===== config.mk =====
export PLATFORM = sky130hd
export DESIGN_NAME = transmit_lease_session_controller
export DESIGN_NICKNAME = d
export VERILOG_FILES = /design/src/sv/tlsc_pkg.sv /design/src/sv/tlsc_csr.sv /design/src/sv/tlsc_event_logic.sv /design/src/sv/transmit_lease_session_controller.sv
export SDC_FILE = /design/constraint.sdc
export NUM_CORES = 2
export LEC_CHECK = 0
export ABC_AREA = 1
export BUFFER_PORTS_ARGS = -buffer_cell sky130_fd_sc_hd__buf_2
export CAP_MARGIN = 25
export CORE_AREA = 2 2 334 336
export DETAILED_ROUTE_END_ITERATION = 16
export DIE_AREA = 0 0 336 338
export GPL_ROUTABILITY_DRIVEN = 0
export GPL_TIMING_DRIVEN = 0
export SLEW_MARGIN = 20
export SYNTH_ARGS = -nofsm -noshare
export SYNTH_HDL_FRONTEND = slang
export SYNTH_SLANG_ARGS = --single-unit

===== constraint.sdc =====
create_clock -name clock -period 5.97 [get_ports clock]
set_input_delay 0.597 -clock clock [delete_from_list [all_inputs] [get_ports clock]]
set_output_delay 0.597 -clock clock [all_outputs]
set_load 0.02 [all_outputs]

===== src/sv/tlsc_pkg.sv =====
// Package with the types and constants of the transmit lease session controller.
package tlsc_pkg;

   localparam logic [19:0] REQUIRED_RATE = 20'd48000;

   localparam logic [1:0] OWNER_NONE = 2'd0;
   localparam logic [1:0] OWNER_THIS = 2'd1;

   localparam logic [1:0] REPLY_OK   = 2'd0;
   localparam logic [1:0] REPLY_BUSY = 2'd1;

   localparam logic [1:0] SOURCE_AUDIO = 2'd0;
   localparam logic [1:0] SOURCE_IQ    = 2'd1;

   localparam logic [1:0] PMODE_USB = 2'd0;
   localparam logic [1:0] PMODE_LSB = 2'd1;
   localparam logic [1:0] PMODE_IQ  = 2'd2;

   localparam int unsigned CSR_INDEX_WIDTH = 3;
   localparam int unsigned CSR_DATA_WIDTH  = 32;

   typedef enum logic [3:0] {
      EV_ACQUIRE    = 4'd0,
      EV_KEEPALIVE  = 4'd1,
      EV_ATTACH     = 4'd2,
      EV_DATA       = 4'd3,
      EV_KEYSTART   = 4'd4,
      EV_KEYSTOP    = 4'd5,
      EV_RELEASE    = 4'd6,
      EV_DISCONNECT = 4'd7,
      EV_TICK       = 4'd8,
      EV_RECONCILE  = 4'd9
   } event_type;

   typedef enum logic [3:0] {
      ST_OK           = 4'd0,
      ST_DISABLED     = 4'd1,
      ST_BUSY         = 4'd2,
      ST_INVALID      = 4'd3,
      ST_STALE        = 4'd4,
      ST_NOT_READY    = 4'd5,
      ST_HW_ERROR     = 4'd6,
      ST_EXPIRED      = 4'd7,
      ST_DATA_TIMEOUT = 4'd8
   } status_type;

   typedef enum logic [CSR_INDEX_WIDTH-1:0] {
      CSR_SESSION_ENABLE   = 3'd0,
      CSR_MIN_DRIVE        = 3'd1,
      CSR_MAX_DRIVE        = 3'd2,
      CSR_PREBUFFER_TARGET = 3'd3,
      CSR_DATA_TIMEOUT     = 3'd4,
      CSR_LEASE_TIMEOUT    = 3'd5
   } csr_index_type;

   typedef struct packed {
      logic [3:0]  mode;
      logic [63:0] lease;
      logic [63:0] now_ms;
      logic [15:0] frames;
      logic [6:0]  drive_pct;
      logic [19:0] rate_hz;
      logic [1:0]  source;
      logic [1:0]  profile_mode;
      logic        arbiter_enabled;
      logic [1:0]  arbiter_owner;
      logic [1:0]  arbiter_reply;
   } req_item_type;

   typedef struct packed {
      logic [3:0]  status;
      logic        request_key;
      logic        release_key;
      logic        is_reserved;
      logic        is_keyed;
      logic [15:0] buffered_count;
   } rsp_item_type;

   typedef struct packed {
      logic        session_enable;
      logic [6:0]  min_drive;
      logic [6:0]  max_drive;
      logic [15:0] prebuffer_target;
      logic [31:0] data_timeout_ms;
      logic [31:0] lease_timeout_ms;
   } cfg_type;

   typedef struct packed {
      logic        reserved;
      logic [63:0] held_lease;
      logic [63:0] renewed_time;
      logic [63:0] last_data_time;
      logic        stream_attached;
      logic [15:0] frame_count;
      logic        keyed;
      logic [10:0] held_profile;
   } session_type;

   localparam session_type SESSION_CLEAR = '0;

endpackage


===== src/sv/tlsc_csr.sv =====
// Configuration register file of the transmit lease session controller.
module tlsc_csr
   import tlsc_pkg::*;
(
   input  logic                       clock,
   input  logic                       reset,
   input  logic                       csr_we,
   input  logic [CSR_INDEX_WIDTH-1:0] csr_index,
   input  logic [CSR_DATA_WIDTH-1:0]  csr_wdata,
   output cfg_type                    cfg
);

   cfg_type cfg_ff;
   cfg_type cfg_in;

   always_comb begin
      cfg_in = cfg_ff;
      if (csr_we) begin
         case (csr_index_type'(csr_index))
            CSR_SESSION_ENABLE:   cfg_in.session_enable   = csr_wdata[0];
            CSR_MIN_DRIVE:        cfg_in.min_drive        = csr_wdata[6:0];
            CSR_MAX_DRIVE:        cfg_in.max_drive        = csr_wdata[6:0];
            CSR_PREBUFFER_TARGET: cfg_in.prebuffer_target = csr_wdata[15:0];
            CSR_DATA_TIMEOUT:     cfg_in.data_timeout_ms  = csr_wdata[31:0];
            CSR_LEASE_TIMEOUT:    cfg_in.lease_timeout_ms = csr_wdata[31:0];
            default:              cfg_in = cfg_ff;
         endcase
      end
   end

   always_ff @(posedge clock) begin
      if (reset) begin
         cfg_ff.session_enable   <= 1'b0;
         cfg_ff.min_drive        <= 7'd0;
         cfg_ff.max_drive        <= 7'd100;
         cfg_ff.prebuffer_target <= 16'd4;
         cfg_ff.data_timeout_ms  <= 32'd500;
         cfg_ff.lease_timeout_ms <= 32'd5000;
      end else begin
         cfg_ff <= cfg_in;
      end
   end

   assign cfg = cfg_ff;

endmodule


===== src/sv/tlsc_event_logic.sv =====
// Combinational event handling: next session state and the result for one transaction.
module tlsc_event_logic
   import tlsc_pkg::*;
(
   input  cfg_type      cfg,
   input  session_type  state,
   input  req_item_type item,
   output session_type  state_next,
   output rsp_item_type rsp
);

   logic        holder;
   logic        profile_ok;
   logic        source_ok;
   status_type  unkey_status;
   status_type  status;
   logic        request_key;
   logic        release_key;
   logic [15:0] room;
   logic [15:0] added;
   logic [63:0] data_elapsed;
   logic [63:0] lease_elapsed;
   logic        data_timed_out;
   logic        lease_expired;

   assign holder = state.reserved && (item.lease != 64'd0) && (state.held_lease == item.lease);

   assign source_ok = ((item.source == SOURCE_AUDIO) &&
                       ((item.profile_mode == PMODE_USB) || (item.profile_mode == PMODE_LSB))) ||
                      ((item.source == SOURCE_IQ) && (item.profile_mode == PMODE_IQ));

   assign profile_ok = (item.drive_pct >= cfg.min_drive) &&
                       (item.drive_pct <= cfg.max_drive) &&
                       (item.rate_hz == REQUIRED_RATE) && source_ok;

   assign unkey_status = (state.keyed && (item.arbiter_reply != REPLY_OK)) ? ST_HW_ERROR : ST_OK;

   assign room  = cfg.prebuffer_target - state.frame_count;
   assign added = (item.frames < room) ? item.frames : room;

   assign data_elapsed   = item.now_ms - state.last_data_time;
   assign lease_elapsed  = item.now_ms - state.renewed_time;
   assign data_timed_out = state.keyed && (data_elapsed >= {32'd0, cfg.data_timeout_ms});
   assign lease_expired  = lease_elapsed >= {32'd0, cfg.lease_timeout_ms};

   always_comb begin
      state_next  = state;
      status      = ST_OK;
      request_key = 1'b0;
      release_key = 1'b0;
      case (event_type'(item.mode))
         EV_ACQUIRE: begin
            if (!cfg.session_enable || !item.arbiter_enabled) begin
               status = ST_DISABLED;
            end else if (!profile_ok || (item.lease == 64'd0)) begin
               status = ST_INVALID;
            end else if (state.reserved || (item.arbiter_owner != OWNER_NONE)) begin
               status = ST_BUSY;
            end else begin
               state_next.reserved       = 1'b1;
               state_next.held_lease     = item.lease;
               state_next.renewed_time   = item.now_ms;
               state_next.last_data_time = item.now_ms;
               state_next.held_profile   = {item.profile_mode, item.source, item.drive_pct};
            end
         end
         EV_KEEPALIVE: begin
            if (!holder) begin
               status = ST_STALE;
            end else begin
               state_next.renewed_time = item.now_ms;
            end
         end
         EV_ATTACH: begin
            if (!holder) begin
               status = ST_STALE;
            end else if (state.stream_attached) begin
               status = ST_BUSY;
            end else begin
               state_next.stream_attached = 1'b1;
               state_next.frame_count     = 16'd0;
               state_next.last_data_time  = item.now_ms;
            end
         end
         EV_DATA: begin
            if (!holder) begin
               status = ST_STALE;
            end else if (!state.stream_attached || (item.frames == 16'd0)) begin
               status = ST_INVALID;
            end else begin
               if (state.frame_count < cfg.prebuffer_target) begin
                  state_next.frame_count = state.frame_count + added;
               end
               state_next.last_data_time = item.now_ms;
            end
         end
         EV_KEYSTART: begin
            if (!holder) begin
               status = ST_STALE;
            end else if (!state.stream_attached ||
                         (state.frame_count < cfg.prebuffer_target)) begin
               status = ST_NOT_READY;
            end else if (!state.keyed) begin
               request_key = 1'b1;
               if (item.arbiter_reply == REPLY_BUSY) begin
                  status = ST_BUSY;
               end else if (item.arbiter_reply != REPLY_OK) begin
                  status = ST_HW_ERROR;
               end else begin
                  state_next.keyed        = 1'b1;
                  state_next.renewed_time = item.now_ms;
               end
            end
         end
         EV_KEYSTOP: begin
            if (!holder) begin
               status = ST_STALE;
            end else begin
               status      = unkey_status;
               release_key = state.keyed;
               if (state.keyed) begin
                  state_next.keyed       = 1'b0;
                  state_next.frame_count = 16'd0;
               end
            end
         end
         EV_RELEASE: begin
            if (!holder) begin
               status = ST_STALE;
            end else begin
               status      = unkey_status;
               release_key = state.keyed;
               state_next  = SESSION_CLEAR;
            end
         end
         EV_DISCONNECT: begin
            if (state.reserved) begin
               status                     = unkey_status;
               release_key                = state.keyed;
               state_next.keyed           = 1'b0;
               state_next.stream_attached = 1'b0;
               state_next.frame_count     = 16'd0;
            end
         end
         EV_TICK: begin
            if (state.reserved && (data_timed_out || lease_expired)) begin
               release_key = state.keyed;
               state_next  = SESSION_CLEAR;
               if (unkey_status != ST_OK) begin
                  status = unkey_status;
               end else if (data_timed_out) begin
                  status = ST_DATA_TIMEOUT;
               end else begin
                  status = ST_EXPIRED;
               end
            end
         end
         EV_RECONCILE: begin
            if (state.reserved && state.keyed && (item.arbiter_owner != OWNER_THIS)) begin
               state_next = SESSION_CLEAR;
            end
         end
         default: begin
            status = ST_INVALID;
         end
      endcase
   end

   always_comb begin
      rsp.status         = status;
      rsp.request_key    = request_key;
      rsp.release_key    = release_key;
      rsp.is_reserved    = state_next.reserved;
      rsp.is_keyed       = state_next.keyed;
      rsp.buffered_count = state_next.frame_count;
   end

endmodule


===== src/sv/transmit_lease_session_controller.sv =====
// Top level: input register, session state, event logic and result register.
// An accepted transaction is held in the input register; its result goes to the result register.
// Throughput: one transaction per cycle while the result register is empty or its result is taken.
// While a result waits, the input register still takes one transaction and then stalls.
// Synchronous active-high reset clears the session and the handshakes and sets the configuration to defaults.
module transmit_lease_session_controller
   import tlsc_pkg::*;
(
   input  logic                       clock,
   input  logic                       reset,
   input  logic                       req_valid,
   output logic                       req_ready,
   input  req_item_type               req_data,
   output logic                       rsp_valid,
   input  logic                       rsp_ready,
   output rsp_item_type               rsp_data,
   input  logic                       csr_we,
   input  logic [CSR_INDEX_WIDTH-1:0] csr_index,
   input  logic [CSR_DATA_WIDTH-1:0]  csr_wdata
);

   cfg_type      cfg;
   logic         in_valid_ff;
   logic         in_valid_in;
   req_item_type in_item_ff;
   session_type  state_ff;
   session_type  state_in;
   session_type  state_next;
   logic         rsp_valid_ff;
   logic         rsp_valid_in;
   rsp_item_type rsp_ff;
   rsp_item_type rsp_next;
   logic         out_free;
   logic         advance;

   tlsc_csr u_csr (
      .clock     (clock),
      .reset     (reset),
      .csr_we    (csr_we),
      .csr_index (csr_index),
      .csr_wdata (csr_wdata),
      .cfg       (cfg)
   );

   tlsc_event_logic u_event_logic (
      .cfg        (cfg),
      .state      (state_ff),
      .item       (in_item_ff),
      .state_next (state_next),
      .rsp        (rsp_next)
   );

   assign out_free  = !rsp_valid_ff || rsp_ready;
   assign advance   = in_valid_ff && out_free;
   assign req_ready = !in_valid_ff || out_free;

   assign in_valid_in  = req_ready ? req_valid : in_valid_ff;
   assign state_in     = advance ? state_next : state_ff;
   assign rsp_valid_in = advance ? 1'b1 : (rsp_valid_ff && !rsp_ready);

   always_ff @(posedge clock) begin
      if (reset) begin
         in_valid_ff  <= 1'b0;
         rsp_valid_ff <= 1'b0;
         state_ff     <= SESSION_CLEAR;
      end else begin
         in_valid_ff  <= in_valid_in;
         rsp_valid_ff <= rsp_valid_in;
         state_ff     <= state_in;
      end
   end

   always_ff @(posedge clock) begin
      if (req_valid && req_ready) begin
         in_item_ff <= req_data;
      end
      if (advance) begin
         rsp_ff <= rsp_next;
      end
   end

   assign rsp_valid = rsp_valid_ff;
   assign rsp_data  = rsp_ff;

endmodule

# Yosys cells after proc, flatten, opt, wreduce, memory -nomap -nowiden
# Index checks and enable logic that the tools add are counted.
classes:
  eq_ne: 38
  reduce_logical: 58
  magnitude_cmp: 6
  bitwise: 2
  addsub: 4
  n_mux: 60
ops:
  columns: ["cell", "count"]
  rows:
  - ["64-bit one-hot mux with 6 select lines", 2]
  - ["222-bit two-way mux", 3]
  - ["193-bit two-way mux", 3]
  - ["64-bit two-way mux", 8]
  - ["65-bit one-hot mux with 4 select lines", 1]
  - ["81-bit two-way mux", 2]
  - ["64-bit by 32-bit greater-or-equal comparator with 1-bit output", 2]
  - ["64-bit subtractor", 2]
  - ["16-bit one-hot mux with 7 select lines", 1]
  - ["64-bit equality test", 1]
  - ["64-bit logical NOT", 1]
  - ["16-bit two-way mux", 4]
  - ["64-bit nonzero test", 1]
  - ["4-bit two-way mux", 11]
  - ["4-bit one-hot mux with 9 select lines", 1]
  - ["17-bit two-way mux", 2]
  - ["16-bit < comparator", 2]
  - ["20-bit by 16-bit equality test with 1-bit output (second input constant)", 1]
  - ["2-bit inequality test (second input constant)", 10]
  - ["18-bit two-way mux", 1]
  - ["16-bit adder", 1]
  - ["4-bit by 3-bit equality test with 1-bit output (second input constant)", 4]
  - ["16-bit logical NOT", 1]
  - ["2-bit by 1-bit inequality test with 1-bit output (second input constant)", 8]
  - ["35 further kinds", 95]
totals:
  output_inout_bits: 26
  regBits: 516
  word_cells: 200
  in_bits: 224

# Logic depth before layout (Yosys ltp)
depth:
  ltp_word: 10
  mapped_depth: 39
  ltp_nobuf: 38

# Hierarchy
# From an unflattened synthesis, not the netlist that was laid out.
hier_totals:
  hier_cells: 9332
  hier_area_um2: 53181.0
by_module_without_submodules:
  columns: ["mod", "seq_area_each_um2", "cells_each", "area_each_um2", "instances"]
  rows:
  - ["tlsc_event_logic", 0.0, 7107, 33236.9, 1]
  - ["transmit_lease_session_controller", 10730.3, 1676, 16163.0, 1]
  - ["tlsc_csr", 1901.8, 549, 3781.1, 1]

# Worst setup path before layout
# OpenSTA, ideal clock, no wires.
synth_path:
  path_type: "flip-flop to flip-flop"
  from: "reg u_csr.cfg_ff, in the netlist u_csr.cfg[64]"
  to: "reg state_ff[22] in the netlist's numbering"
  slack_ps: 529
  arrival_time_ps: 5331
  required_ps: 5860
  setup_ps: 110
  period_less_slack_ps: 5441
  path_buffers: 1
  path_stages_with_launch: 36
  path_cell_list: "dfxtp_1 inv_1 ha_1 fa_1 o21ai_1 a21oi_2 o21ai_1 a31oi_2 o31ai_1 xor2_1 ha_1 nand2_1 nor2_1 a2111oi_0 nand2_1 clkbuf_1 a21oi_1 ha_1 inv_1 fa_1 o21ai_0 a31oi_1 nor2_1 o21ai_0 nand2_1 nand2_1 nand2_1 a21oi_1 xor2_1 nand4_1 nand3_1 nand2_1 inv_1 nand3_1 nand2_1 inv_1"
synth_between:
  elab_chain_cells: 8
  word_cells_on_any_way: 9
  cone_classes: "2 x add/sub; 2 x order compare; 5 x mux"
synth_rtl:
  columns: ["element", "line", "text"]
  rows:
  - ["from (decl)", "tlsc_csr.sv:13", "cfg_type cfg_ff;"]
  - ["from (signal assigned)", "tlsc_csr.sv:40", "cfg_ff <= cfg_in;"]
  - ["16-bit subtractor", "tlsc_event_logic.sv:38", "assign room = cfg.prebuffer_target - state.frame_count;"]
  - ["16-bit < comparator", "tlsc_event_logic.sv:39", "assign added = (item.frames < room) ? item.frames : room;"]
  - ["16-bit two-way mux", "tlsc_event_logic.sv:39", null]
  - ["16-bit adder", "tlsc_event_logic.sv:92", "state_next.frame_count = state.frame_count + added;"]
  - ["16-bit two-way mux (*)", "tlsc_event_logic.sv:91", "if (state.frame_count < cfg.prebuffer_target) begin"]
  - ["16-bit two-way mux (*)", "tlsc_event_logic.sv:88", "end else if (!state.stream_attached || (item.frames == 16'd0)) begin"]
  - ["16-bit two-way mux (*)", "tlsc_event_logic.sv:86", "if (!holder) begin"]
  - ["16-bit one-hot mux with 7 select lines (*)", "tlsc_event_logic.sv:51", "case (event_type'(item.mode))"]
  - ["to (signal assigned)", "transmit_lease_session_controller.sv:69", "state_ff <= state_in;"]
  - ["to (decl)", "transmit_lease_session_controller.sv:26", "session_type state_ff;"]
# Mark *: on every way between the ends. The rest lies on a longest branch, timed or not.
# A chain may end at the register's enable or synchronous reset.

==> flow_summary.yaml <==
run_status:
  outcome: "finished, final reports clean"
sta:
  fmaxAchievable_mhz: 176
  setup_tns_ns: 0
  drv_slew: 0
  fin_crit_sh_pct: 95.3
  finClkSkew_ns: 0.0820
  max_slew_margin_pct: 34.8
  hold_viol_final: 0
  worstMarginPinSlew_ns: 0.978
  min_period_ns: 5.69
  finalSetupViolations: 0
  rsz0062_at_grt: "yes"
cts:
  ctsLongestPathBuffers: 3
  clock_latency_ns: 0.72
  path_clk_slew_ns: 0.06
  tritoncts: "done"
  numClockSinks: 516
  numCtsBuffers: 60
  htreeDepth: 2
  root_buffer: "clkbuf_16"
synth:
  synthXorXnorAreaFrac_pct: 2.39
  yosys.area_share.adder_pct: 8.50
  synth_top_family_by_area: "simple AND/OR/NAND/NOR gates"
  synth.area.mux_share_pct: 0
  synth_edf_count: 208
  synthCells: 5807
  synthTopCellsByArea: "edfxtp_1 16%, dfxtp_1 16%, nand2_1 16%"
  yosys_most_used_dff: "dfxtp_1"
  async_flop_share_pct: 0
  synthDistinctLibCells: 65
  synth-seq-cells: 516
  synth_seq_area_share_pct: 32.5
  yosys_warnings: 0
  synth.avg_cell_area_um2: 6.58
  syn_area_um2: 38200
  synth_compound_area_share_pct: 12.8
  syn_nets: 6288
  synth-simple-area-share_pct: 31.3
  synth_top_cell_by_area: "edfxtp_1"
  synth_top_area_share_pct: 16.4
die:
  initial_utilization_pct: 34.7
  die_h_um: 338
  core_um2: 110000
  die-area_um2: 114000
  io_pins: 250
  fp-row-count: 122
  dieWidth_um: 336
global_routing:
  antenna_found_initial: 14
  grt_usage_pct: 24.4
  grt_pass1_vias: 36625
  grt_max_degree: 95
  grt_pass1_wl_um: 212000
  overflow: 0
pwr:
  switching_share_pct: 33.0
  combPwrFrac_pct: 24.0
  p_per_area_nw_per_um2: 230
  design_power_total_uw: 10000
  ir_drop_v: 0.000271
  pwr-share-seq_pct: 39.5
  switchingPower_uw: 3310
  p_leak_uw: 0.0201
  p_int_uw: 6730
  clockPowerShare_pct: 36.5
drt:
  wl_per_cell_um: 18.5
  vias: 39113
  wirelength_um: 142000
  routed.top_layer: "met5"
  drtPass1Iterations: 8
  wl_met1_um: 59500
  drc: 0
  viasPerCell: 5.09
  met3WireLength_um: 12600
  wl_met2_um: 63400
  drtAntennaViolNets: 0
  drtIter0Drc: 3725
finish:
  instances_no_fill: 7681
  drive_above_1_share_pct: 9.04
  syn_to_final_growth_pct: 14.4
  fin_nets: 6617
  final_area_um2: 43700
placement:
  io_buffers: 249
  place_area_um2: 41400
  placed_cells: 7550
  place_hpwl_um: 117000
worst_setup_path:
  arrival_ns: 6.12
  cp_max_fo: 5
  path_common_cell: "nand2_1"
  crit_path_start_kind: "flop"
  slowest_delay_ns: 0.38
  path_class: "flop to flop"
  crit_path_end_kind: "flop"
  cp.required_ns: 6.40
  crit_slowest_cell: "dfxtp_1"
min_path:
  hp-class: "input pin to flop"
run:
  maxCapViolCount: 0
## synth_stat cells, types with 3 or more instances
master and instances:
o21ai_1 11, nand3b_1 22, nor3_2 7, nor4_1 73, buf_1 8, nand3_2 12, or2_2 23, buf_12 3
o2111ai_1 4, edfxtp_1 208, a31oi_1 8, nor4b_1 3, nand4_1 98, inv_1 994, nand2_1 1593, clkbuf_1 111
buf_8 6, xnor2_1 20, o21a_1 4, dfxtp_1 308, nor2_2 9, a21oi_1 481, o21bai_1 29, nand3_1 403
inv_2 37, o22ai_1 70, o21ai_0 256, and2_1 5, nand2_4 5, a21o_1 3, buf_4 5, clkinv_1 11
buf_6 4, nor2_1 483, a211oi_1 6, buf_2 38, nor3_1 51, o211ai_1 20, fa_1 4, xor2_1 84
nand2_2 7, ha_1 253
## final timing paths
path                                    from  depth (start not counted)  slack [ns]                    endpoint
setup / recovery   state_ff[12]$_SDFFE_PP0P_                         32        0.28      rsp_data[10]$_DFFE_PP_
hold / removal                 req_data[125]                          1        0.05   in_item_ff[125]$_DFFE_PP_
setup reg to reg   state_ff[12]$_SDFFE_PP0P_                         32        0.28      rsp_data[10]$_DFFE_PP_
hold reg to reg   u_csr.cfg[88]$_SDFFE_PP0P_                          2        0.46  u_csr.cfg[88]$_SDFFE_PP0P_
## metrics by stage
stage / hold slack, ns / util [%] / setup slack (ns)
3_3_place_gp: 0.445 / 37.5 / -0.908
6_report: 0.0485 / 39.7 / 0.282
5_1_grt: 0.0246 / 39.7 / -0.155
3_5_place_dp: 0.454 / 37.6 / -0.753
4_1_cts: 0.0102 / 39.5 / 0.0208
2_1_floorplan: 0.435 / - / 0.529
## routing by layer
metal / GRT usage [%] / vias up
li1: - / 19428
met1: 31.7 / 17674
met2: 39.8 / 1689
met3: 4.10 / 318
met4: 11.0 / 4
met5: 0 / -
## registers in the layout, indices dropped and copies added, names as in the netlist
register and flops:
in_valid_ff 1, in_item_ff 184, rsp_data 24, u_csr.cfg 95
state_ff 211, rsp_valid 1
## layout make-up
type | count | area, um2
Fill cell | 11855 | 66400
Multi-Input combinational cell | 4073 | 21100
Sequential cell | 516 | 12400
Inverter | 1042 | 3920
Tap cell | 1488 | 1860
Clock buffer | 89 | 1720
Timing Repair Buffer | 267 | 1450
Buffer | 176 | 895
Clock inverter | 22 | 241
Antenna cell | 8 | 20.0
## worst max-delay path, delay by kind of cell (launching register included)
family,cells,cell delay (ns)
simple gates,10,1.07
fa+ha+maj,5,1.46
compound gates,12,1.78
flops,1,0.38
xor+xnor,2,0.48
buf+inv,3,0.29
## cell families (layout without fill, tap and decap cells)
family / after synthesis / in the layout
adder cells (fa/ha/maj): 257 / 257
AND/OR/NAND/NOR: 2804 / 2804
buffers and inverters: 1218 / 1596
XOR/XNOR: 104 / 104
flip-flops: 516 / 516
AO/OA/AOI/OAI: 908 / 908
other: 0 / 8
## cells in the final DEF (no fill, tap or decap), types with 8 or more instances in the layout
master,n
o21ai_1,13
clkbuf_16,61
ha_1,245
a21oi_1,476
buf_4,17
o211ai_1,20
nor4_1,73
nand4_1,98
dfxtp_1,302
nor3_1,51
nor2_1,483
inv_1,993
nand3_2,12
inv_2,37
xnor2_1,20
buf_2,288
nand2_2,8
edfxtp_1,208
clkinv_2,9
nand3_1,403
nand3b_1,22
nand2_1,1592
diode_2,8
o21bai_1,29
o21ai_0,248
nor2_2,9
buf_8,9
buf_1,8
or2_2,23
clkinv_1,15
clkbuf_8,9
clkbuf_1,125
xor2_1,83
o22ai_1,70
## power groups by stage
| stage | clock [uW] | combinational, uW | sequential (uW) |
|---|---|---|---|
| CTS | 3750 | 2300 | 3960 |
| detailed placement | 0 | 2260 | 4030 |
| floorplan | 0 | 1540 | 3980 |
| global route | 3880 | 2680 | 3970 |
| global placement | 0 | 2220 | 4050 |
| finish | 3670 | 2410 | 3960 |
## timing repair
item	4_1_cts	5_1_grt
setup buffers	3	8
hold buffers	0	0
pin swaps	4	8
gates resized for setup	15	44
endpoints found under the hold margin	0	0
endpoints found under the setup margin	19	16
gates cloned	0	1
Power figures use the tool's default switching activity.
